--- src/design/dct2o_pkg.sv ---
`timescale 1ns / 1ps
package dct2o_pkg;

  localparam int FRAME_LEN = 64;
  localparam int LG        = $clog2(FRAME_LEN);
  localparam int IW        = LG;
  localparam int STEP      = 64 / FRAME_LEN;
  localparam int SMP_W     = 16;
  localparam int COS_W     = 17;
  localparam int PROD_W    = SMP_W + COS_W;
  localparam int ACC_W     = PROD_W + 6;
  localparam int COEF_W    = 23;
  localparam int KIDX_W    = 6;
  localparam int SQRT_HALF = 23170;
  localparam int MUL_W     = ACC_W + 15;

  // scaling for dc (h0) and for the other bins (h1)
  localparam int H0  = LG;
  localparam int H1  = LG - 1;
  localparam int SH0 = (H0 % 2 == 1) ? 26 + (H0 - 1) / 2 : 11 + H0 / 2;
  localparam int SH1 = (H1 % 2 == 1) ? 26 + (H1 - 1) / 2 : 11 + H1 / 2;
  localparam bit ODD0 = (H0 % 2 == 1);
  localparam bit ODD1 = (H1 % 2 == 1);

  typedef logic [64:0][15:0] cos_tab_t;

  // restoring long division, only used while building the table
  function automatic longint unsigned div_u64(input longint unsigned num,
                                              input longint unsigned den);
    longint unsigned q, rem;
    q   = '0;
    rem = '0;
    for (int b = 63; b >= 0; b--) begin
      rem = {rem[62:0], num[b]};
      if (rem >= den) begin
        rem  = rem - den;
        q[b] = 1'b1;
      end
    end
    return q;
  endfunction

  // quarter-wave cosine in q15, taylor series in q30
  function automatic cos_tab_t build_cos_tab();
    cos_tab_t tab;
    longint unsigned x, x2, term, dv;
    longint sum;
    for (int j = 0; j <= 64; j++) begin
      x    = (64'd3373259426 * 64'(j) + 64'd64) >> 7;
      x2   = (x * x) >> 30;
      term = 64'd1 << 30;
      sum  = longint'(term);
      for (int n = 1; n <= 12; n++) begin
        dv   = 64'((2 * n - 1) * (2 * n));
        term = div_u64((term * x2) >> 30, dv);
        if (n[0]) sum = sum - longint'(term);
        else sum = sum + longint'(term);
      end
      if (sum < 0) sum = 0;
      sum = (sum + 64'd16384) >>> 15;
      if (sum > 32767) sum = 32767;
      tab[j] = 16'(sum);
    end
    return tab;
  endfunction

  localparam cos_tab_t COS_TAB = build_cos_tab();

  function automatic logic signed [COS_W-1:0] cos_full(input logic [7:0] m);
    logic signed [COS_W-1:0] r;
    if (m <= 8'd64) r = $signed({1'b0, COS_TAB[m[6:0]]});
    else if (m <= 8'd128) r = -$signed({1'b0, COS_TAB[7'(8'd128 - m)]});
    else if (m <= 8'd192) r = -$signed({1'b0, COS_TAB[7'(m - 8'd128)]});
    else r = $signed({1'b0, COS_TAB[7'(9'd256 - {1'b0, m})]});
    return r;
  endfunction

  typedef struct packed {
    logic signed [ACC_W-1:0] acc;
    logic [IW-1:0]           k;
  } acc_word_t;

  typedef enum logic {ST_IDLE, ST_RUN} seq_state_t;

endpackage

--- src/design/dct2o_front.sv ---
`timescale 1ns / 1ps
module dct2o_front (
  input  logic                        clk,
  input  logic                        rst,
  input  logic                        start,
  input  logic signed [15:0]          sample,
  output logic                        busy,
  output logic                        push,
  output dct2o_pkg::acc_word_t        push_word
);
  import dct2o_pkg::*;

  logic signed [SMP_W-1:0] mem [FRAME_LEN];
  seq_state_t state, state_next;
  logic [IW-1:0] load_count, i, k;
  logic [7:0] m, base;
  logic accept, wrap_i, last_k;

  logic v1, first1, last1, v2, first2, last2, v3, first3, last3;
  logic [IW-1:0] k1, k2, k3, kout;
  logic [7:0] m1;
  logic signed [SMP_W-1:0] smp1, smp2;
  logic signed [COS_W-1:0] cos2;
  logic signed [PROD_W-1:0] prod3;
  logic signed [ACC_W-1:0] acc, acc_sum;

  assign accept = start && !busy;
  assign busy   = (state == ST_RUN);
  assign wrap_i = (i == IW'(FRAME_LEN - 1));
  assign last_k = (k == IW'(FRAME_LEN - 1));

  always_comb begin
    state_next = state;
    unique case (state)
      ST_IDLE: if (accept && load_count == IW'(FRAME_LEN - 1)) state_next = ST_RUN;
      ST_RUN:  if (wrap_i && last_k) state_next = ST_IDLE;
      default: state_next = ST_IDLE;
    endcase
  end

  always_ff @(posedge clk) begin
    if (accept) mem[load_count] <= sample;
    smp1 <= mem[i];
  end

  always_ff @(posedge clk) begin
    if (rst) begin
      state      <= ST_IDLE;
      load_count <= '0;
      v1 <= 1'b0; v2 <= 1'b0; v3 <= 1'b0; push <= 1'b0;
    end else begin
      state <= state_next;
      if (accept) load_count <= load_count + 1'b1;
      v1   <= busy;
      v2   <= v1;
      v3   <= v2;
      push <= v3 && last3;
    end
  end

  // angle walks by 2*k*step per sample; base by step per bin
  always_ff @(posedge clk) begin
    if (state == ST_IDLE) begin
      i <= '0; k <= '0; m <= '0; base <= '0;
    end else begin
      if (wrap_i) begin
        i    <= '0;
        k    <= k + 1'b1;
        base <= base + 8'(STEP);
        m    <= base + 8'(STEP);
      end else begin
        i <= i + 1'b1;
        m <= m + {base[6:0], 1'b0};
      end
    end
    first1 <= (i == '0); last1 <= wrap_i; k1 <= k; m1 <= m;
    first2 <= first1; last2 <= last1; k2 <= k1;
    smp2 <= smp1; cos2 <= cos_full(m1);
    first3 <= first2; last3 <= last2; k3 <= k2;
    prod3 <= smp2 * cos2;
    if (v3) acc <= acc_sum;
    if (v3 && last3) kout <= k3;
  end

  assign acc_sum = first3 ? ACC_W'(prod3) : acc + ACC_W'(prod3);
  assign push_word = '{acc: acc, k: kout};

endmodule

--- src/design/dct2o_fifo.sv ---
`timescale 1ns / 1ps
module dct2o_fifo (
  input  logic                 clk,
  input  logic                 rst,
  input  logic                 push,
  input  dct2o_pkg::acc_word_t wdata,
  input  logic                 pop,
  output logic                 empty,
  output dct2o_pkg::acc_word_t rdata
);
  import dct2o_pkg::*;

  acc_word_t q [4];
  logic [1:0] wp, rp;
  logic [2:0] count;
  logic do_pop;

  assign empty  = (count == 3'd0);
  assign do_pop = pop && !empty;
  assign rdata  = q[rp];

  always_ff @(posedge clk) begin
    if (push) q[wp] <= wdata;
  end

  always_ff @(posedge clk) begin
    if (rst) begin
      wp <= '0; rp <= '0; count <= '0;
    end else begin
      if (push) wp <= wp + 1'b1;
      if (do_pop) rp <= rp + 1'b1;
      count <= count + 3'(push) - 3'(do_pop);
    end
  end

endmodule

--- src/design/dct2o_back.sv ---
`timescale 1ns / 1ps
module dct2o_back (
  input  logic                        clk,
  input  logic                        rst,
  input  logic                        empty,
  input  dct2o_pkg::acc_word_t        word,
  output logic                        pop,
  output logic                        valid,
  output logic signed [22:0]          coefficient,
  output logic [5:0]                  coef_index,
  output logic                        last_of_frame
);
  import dct2o_pkg::*;

  logic v1;
  logic neg1, dc1;
  logic [IW-1:0] k1;
  logic [MUL_W-1:0] prod1;
  logic [ACC_W-1:0] mag;
  logic odd;
  logic [MUL_W:0] r0, r1, r;
  logic signed [COEF_W-1:0] sat;

  assign pop = !empty;
  assign mag = word.acc[ACC_W-1] ? ACC_W'(-word.acc) : ACC_W'(word.acc);
  assign odd = (word.k == '0) ? ODD0 : ODD1;

  assign r0 = ({1'b0, prod1} + ((MUL_W+1)'(1) << (SH0 - 1))) >> SH0;
  assign r1 = ({1'b0, prod1} + ((MUL_W+1)'(1) << (SH1 - 1))) >> SH1;
  assign r  = dc1 ? r0 : r1;

  always_comb begin
    if (neg1) sat = (r >= (MUL_W+1)'(1 << 22)) ? -COEF_W'(1 << 22)
                                                : -$signed(COEF_W'(r));
    else sat = (r > (MUL_W+1)'((1 << 22) - 1)) ? COEF_W'((1 << 22) - 1)
                                                : COEF_W'(r);
  end

  always_ff @(posedge clk) begin
    if (rst) begin
      v1 <= 1'b0; valid <= 1'b0;
    end else begin
      v1 <= pop;
      valid <= v1;
    end
  end

  always_ff @(posedge clk) begin
    neg1  <= word.acc[ACC_W-1];
    dc1   <= (word.k == '0);
    k1    <= word.k;
    prod1 <= odd ? MUL_W'(mag * 15'(SQRT_HALF)) : MUL_W'(mag);
    coefficient   <= sat;
    coef_index    <= KIDX_W'(k1);
    last_of_frame <= (k1 == IW'(FRAME_LEN - 1));
  end

endmodule

--- src/design/dct2_orthonormal.sv ---
`timescale 1ns / 1ps
// channel   | ports                                       | handshake
// ----------+---------------------------------------------+--------------------------
// input     | sample                                      | start high, busy low
// result    | coefficient, coef_index, last_of_frame      | valid, one cycle, no stall
//
// a sample is written each time start is high and busy is low; after the last sample of a
// frame the single multiply-accumulate unit walks every sample for every bin while
// busy is high, and no new samples are taken until it is done.
// each bin's sum is pushed into a four-entry fifo and comes out of the back end as one coefficient.
// rst is synchronous and clears the sample count, the sequencer state, the fifo pointers and the valid pipeline.
module dct2_orthonormal (
  input  logic               clk,
  input  logic               rst,
  input  logic               start,
  input  logic signed [15:0] sample,
  output logic               busy,
  output logic               valid,
  output logic signed [22:0] coefficient,
  output logic [5:0]         coef_index,
  output logic               last_of_frame
);
  import dct2o_pkg::*;

  logic push, pop, empty;
  acc_word_t push_word, head;

  dct2o_front u_front (
    .clk(clk), .rst(rst), .start(start), .sample(sample), .busy(busy),
    .push(push), .push_word(push_word)
  );

  dct2o_fifo u_fifo (
    .clk(clk), .rst(rst), .push(push), .wdata(push_word),
    .pop(pop), .empty(empty), .rdata(head)
  );

  dct2o_back u_back (
    .clk(clk), .rst(rst), .empty(empty), .word(head), .pop(pop),
    .valid(valid), .coefficient(coefficient), .coef_index(coef_index),
    .last_of_frame(last_of_frame)
  );

endmodule
--- config.mk ---
export PLATFORM = sky130hd
export DESIGN_NAME = dct2_orthonormal
export DESIGN_NICKNAME = d
export VERILOG_FILES = /design/src/design/dct2o_pkg.sv /design/src/design/dct2o_front.sv /design/src/design/dct2o_fifo.sv /design/src/design/dct2o_back.sv /design/src/design/dct2_orthonormal.sv
export SDC_FILE = /design/constraint.sdc
export NUM_CORES = 2
export LEC_CHECK = 0
export BUFFER_PORTS_ARGS = -buffer_cell sky130_fd_sc_hd__buf_4
export CAP_MARGIN = 20
export CORE_UTILIZATION = 50
export DETAILED_ROUTE_END_ITERATION = 6
export PLACE_DENSITY = 0.65
export RECOVER_POWER = 100
export SYNTH_ARGS = -nofsm -noshare
export SYNTH_HDL_FRONTEND = slang
export SYNTH_HIERARCHICAL = 1
export SYNTH_SLANG_ARGS = --single-unit
export TNS_END_PERCENT = 100
--- constraint.sdc ---
create_clock -name clk -period 17.33 [get_ports clk]
set_input_delay 3.466 -clock clk [delete_from_list [all_inputs] [get_ports clk]]
set_output_delay 3.466 -clock clk [all_outputs]
set_load 0.05 [all_outputs]
# Word level (Yosys, flattened, before mapping)
# Memories as Yosys holds them, arrays and structs flattened. A register that Yosys moved wholly into a read port is not among the register bits.
# Index checks and enable logic that the tools add are counted.
# totals
register_bits,283
mem_bits_rw,1204
mem_bits_ro,8192
in_bits,19
out_inout_bits,32
wordCells,115
mem_count,6
# memory_table
memory,depth,width,read_ports,rd_clocked_by_memory_dff,wr,line_no,text
(name not given),128,16,1,1,0,dct2o_pkg.sv:71,"if (m <= 8'd64) r = $signed({1'b0, COS_TAB[m[6:0]]});"
(name not given),128,16,1,0,0,dct2o_pkg.sv:72,"else if (m <= 8'd128) r = -$signed({1'b0, COS_TAB[7'(8'd128 - m)]});"
(name not given),128,16,1,0,0,dct2o_pkg.sv:73,"else if (m <= 8'd192) r = -$signed({1'b0, COS_TAB[7'(m - 8'd128)]});"
(name not given),128,16,1,0,0,dct2o_pkg.sv:74,"else r = $signed({1'b0, COS_TAB[7'(9'd256 - {1'b0, m})]});"
u_front.mem,64,16,1,1,1,dct2o_front.sv:13,logic signed [SMP_W-1:0] mem [FRAME_LEN];
u_fifo.q,4,45,1,1,1,dct2o_fifo.sv:13,acc_word_t q [4];
# op_classes
addsub,19
n_mul,2
order_cmp,9
n_eq_ne,4
mux,24
bitwise_logic,1
n_reduce_logical,10
# op_table
operator,count
39-bit 2-to-1 mux,3
16-bit 2-to-1 mux,5
23-bit 2-to-1 mux,3
"54-bit by 14-bit adder with 55-bit output, second input constant",1
"54-bit by 28-bit adder with 55-bit output, second input constant",1
"55-bit by 23-bit >= comparator with 1-bit output, second input constant",1
"55-bit by 22-bit > comparator with 1-bit output, second input constant",1
"39-bit by 14-bit multiplier with 53-bit output, second input constant",1
41-bit 2-to-1 mux,1
39-bit by 33-bit adder with 39-bit output,1
39-bit negation,1
17-bit 2-to-1 mux,2
16-bit negation with 17-bit output,2
16-bit by 17-bit multiplier with 33-bit output,1
"7-bit by 8-bit < comparator with 1-bit output, second input constant",4
"6-bit equality test, second input constant",4
23-bit negation,1
"6-bit by 1-bit adder with 6-bit output, second input constant",3
"8-bit <= comparator, second input constant",2
"1-bit by 7-bit subtractor with 7-bit output, first input constant",2
6-bit logical NOT,2
"8-bit by 1-bit adder with 8-bit output, second input constant",1
8-bit adder,1
"8-bit by 7-bit <= comparator with 1-bit output, second input constant",1
other kinds (13),24

# Depth between registers and ports, before layout
# logic_depth
word_depth,7
ltp_mapped,33
mapped_depth_nobuf,30

# Modules after synthesis
# Netlist, hierarchy kept.
# modules_own_cells
mod,instances,cells_each,area_each_um2,seq_area_each_um2
dct2o_front,1,4277,62691.4,35464.0
dct2o_back,1,1715,13935.9,1621.6
dct2o_fifo,1,279,7015.5,5585.4

# Least setup slack after synthesis
# No wires, ideal clock.
# synth_path
kind,flip-flop to flip-flop
start,reg (tool-made name)
end,reg u_back.prod1[53]
setup_ps,72
arrival_time_ps,7913
required_ps,17258
slack_ps,9345
path_stages_with_launch,31
path_buffers,4
period_less_slack_ps,7985
cell_sequence,dfxtp_1 > buf_6 > buf_12 > mux4_2 > or4_1 > nor4_1 > nand3_1 > or3_1 > clkbuf_1 > o21ai_0 > xor2_1 > inv_1 > ha_1 > inv_1 > fa_1 > fa_1 > inv_1 > fa_1 > ha_1 > inv_1 > fa_1 > inv_1 > ha_1 > clkbuf_1 > a21o_1 > a21o_1 > a221o_1 > a31oi_1 > nor4b_1 > o32ai_1 > mux2i_1
# synth_lines
item,line_no,text
to (signal assigned),dct2o_back.sv:52,prod1 <= odd ? MUL_W'(mag * 15'(SQRT_HALF)) : MUL_W'(mag);
to (decl),dct2o_back.sv:18,logic [MUL_W-1:0] prod1;

==> impl_metrics.json <==
{
  "synth-edff-count": 1249,
  "cpMostUsedCell": "fa_1",
  "fin_area_mm2": 0.0908,
  "cp_data_arrival_time_ns": 12.03,
  "netlist_instances": 6271,
  "maxCapViolations": 39,
  "cts_inserted_buffers": 157,
  "port_buffers": 50,
  "ff2ff_path_depth": 24,
  "p_per_area_mw_per_mm2": 126,
  "htreeDepth": 4,
  "setup_violations": 0,
  "postCtsHoldBufs": 0,
  "fin_nets": 7072,
  "synthFlopType": "edfxtp_1",
  "dpl.hpwl_um": 134000,
  "initial_core_util_pct": 50.5,
  "outcome": "finished, violations left",
  "post-route-period-util_pct": 65.8,
  "fmaxAchievable_mhz": 87.7,
  "min_path_cells": 0,
  "clk_latency_ns": 0.81,
  "viasPerCell": 5.90,
  "die_x_um": 411,
  "cts_resized": 0,
  "ys_seq_elements": 1507,
  "crit_fanout": 45,
  "irDropWorstVdd_uv": 386,
  "routedWlPerCell_um": 23.2,
  "syn_nets": 7048,
  "hold_path_end": "u_front/k2[0]$_DFF_P_",
  "tns_ns": 0,
  "worst_pin_slew_ns": 8.10,
  "setup_ws_ns": 5.93,
  "grt_pass1_wl_um": 312000,
  "p_leak_nw": 33.3,
  "synthArstFlopShare_pct": 0,
  "critPathRequiredTime_ns": 17.96,
  "core_area_mm2": 0.166,
  "fp-row-count": 149,
  "most-common-layout-cells": "edfxtp_1, inv_1, fa_1",
  "rsz0062_at_grt": "no",
  "place_ws_ns": 7.80,
  "die_area_mm2": 0.169,
  "drtIter0Drc": 4422,
  "cts.path.max_buffers": 3,
  "cts_sinks": 1507,
  "ctsRootBufferMaster": "clkbuf_16",
  "grtUsageTotal_pct": 24.0,
  "slew_headroom_pct": -440,
  "place.gp.congestion": 0.910,
  "die_y_um": 411,
  "io_pins": 51,
  "synth_cell_type_count": 124,
  "r2r_setup_slack_ns": 5.93,
  "hp-start": "u_front/k1[0]$_DFF_P_",
  "antenna_found_initial": 6,
  "drive_gt1_share_pct": 10.9,
  "route.detailed.drc": 0,
  "reg2reg_to": "u_back/prod1[48]$_SDFF_PP0_",
  "place_area_mm2": 0.0863,
  "area_growth_pct": 8.51,
  "synth-warning-count": 6,
  "power_w": 0.0114,
  "clk_pin_slew_ns": 0.06,
  "hp-class": "flop to flop",
  "drt-pass1-iter-count": 6,
  "post_cts_buffers": 0,
  "cpPeakStageDelay_ns": 2.00,
  "yosysSeqAreaShare_pct": 51.0,
  "grt_max_degree": 144,
  "start_kind": "flop",
  "postRouteAntennaNets": 0,
  "crit_buf_inv": 6,
  "routed_wl_um": 200000,
  "grt_overflow": 0,
  "final_util_pct": 54.8,
  "slowest_stage": "clkbuf_1",
  "num_vias": 50700,
  "cts_tree": "built",
  "grt_pass1_vias": 51700,
  "critical_path_class": "flop to flop",
  "failed_checks": "max-capacitance violations, max-slew violations",
  "avgSynthCellArea_um2": 13.3,
  "maxSlewViolCount": 1939,
  "cp_cell_sequence": "clkbuf_1 > mux4_1 > clkbuf_1 > inv_1 > a211oi_1 > clkbuf_1 > or2_2 > ha_1 > fa_1 > fa_1 > fa_1 > ha_1 > inv_1 > fa_1 > inv_1 > ha_1 > nand4_1 > o221a_2 > o221ai_1 > o21ai_0 > a311oi_1 > o211ai_1 > a21oi_1 > nor3b_1",
  "finalHoldViolations": 0,
  "clock_skew_ns": 0.0635,
  "end_kind": "flop",
  "syn_area_mm2": 0.0836,
  "critPathTopFamily": "buffers and inverters",
  "final_common_cell": "edfxtp_1",
  "layout_min_cycle_time_ns": 11.40
}
[cell type report]
type                            instances  area (µm²)
Multi-Input combinational cell       3774       36900
Tap cell                             2189        2740
Inverter                              692        2600
Antenna cell                            1        2.50
Timing Repair Buffer                  163         771
Fill cell                           13600       74800
Sequential cell                      1507       42700
Clock inverter                         68         785
Clock buffer                          214        4250
[worst max path at each step]
stage	start	to	slack, ns	depth (start not counted)
2_1_floorplan	flop	u_back/prod1[53]$_SDFF_PP0_	9.35	30
3_5_place_dp	flop	u_back/prod1[52]$_SDFF_PP0_	7.80	29
4_1_cts	flop	u_back/prod1[52]$_SDFF_PP0_	7.78	29
5_1_grt	u_front/i[0]$_SDFF_PP0_	u_front/smp1[10]$_DFF_P_	5.16	4
6_report	flop	u_back/prod1[48]$_SDFF_PP0_	5.93	24
3_3_place_gp	flop	u_back/prod1[52]$_SDFF_PP0_	7.88	30
[synthesized netlist by cell type, drive strengths merged (156+ instances only)]
cell / number / area, µm²
xnor2: 156 / 1380
mux4: 372 / 8400
o21ai: 231 / 1170
nor2: 343 / 1300
and2: 165 / 1030
fa: 406 / 8130
a21oi: 222 / 1110
inv: 690 / 2590
nand2: 398 / 1520
dfxtp: 258 / 5160
ha: 352 / 4400
clkbuf: 206 / 784
edfxtp: 1249 / 37500
[power by group]
part	internal, W	leakage [nW]	switching, W
combinational	0.00178	17.5	0.00230
sequential	0.00405	13.4	0.0000488
clock	0.00184	2.39	0.00142
total	0.00767	33.3	0.00376
[layer usage]
| layer | track usage (%) | wire length (µm) |
|---|---|---|
| met1 | 33.3 | 86800 |
| met2 | 39.8 | 97000 |
| met5 | 0 | 65 |
| met3 | 3.69 | 11400 |
| met4 | 5.92 | 4480 |
[through the flow]
step                instances  hold slack (ns)
floorplan                6271            0.310
global placement         8322            0.312
detailed placement       8323            0.312
CTS                      8605            0.304
global route             8607            0.309
finish                   8608            0.305
[sequential cells by signal, summed over array words and instances, names as in the netlist, 8 cells and up, named ones only]
register,cells
u_front/m1,8
u_fifo/q,180
u_front/cos2,17
u_front/smp1,16
u_front/base,8
u_back/coefficient,23
u_front/prod3,33
u_front/mem,1024
u_front/m,8
u_front/acc,39
u_front/smp2,16
u_back/prod1,41
[logic make-up after synthesis]
| family | share of synthesized area (%) |
|---|---|
| flip-flops | 51.0 |
| AND/OR/NAND/NOR | 8.54 |
| buffers and inverters | 4.75 |
| AO/OA/AOI/OAI | 7.26 |
| adder cells (fa/ha/maj) | 15.0 |
| multiplexers | 10.8 |
| XOR/XNOR | 2.62 |
Power figures use the tool's default switching activity.
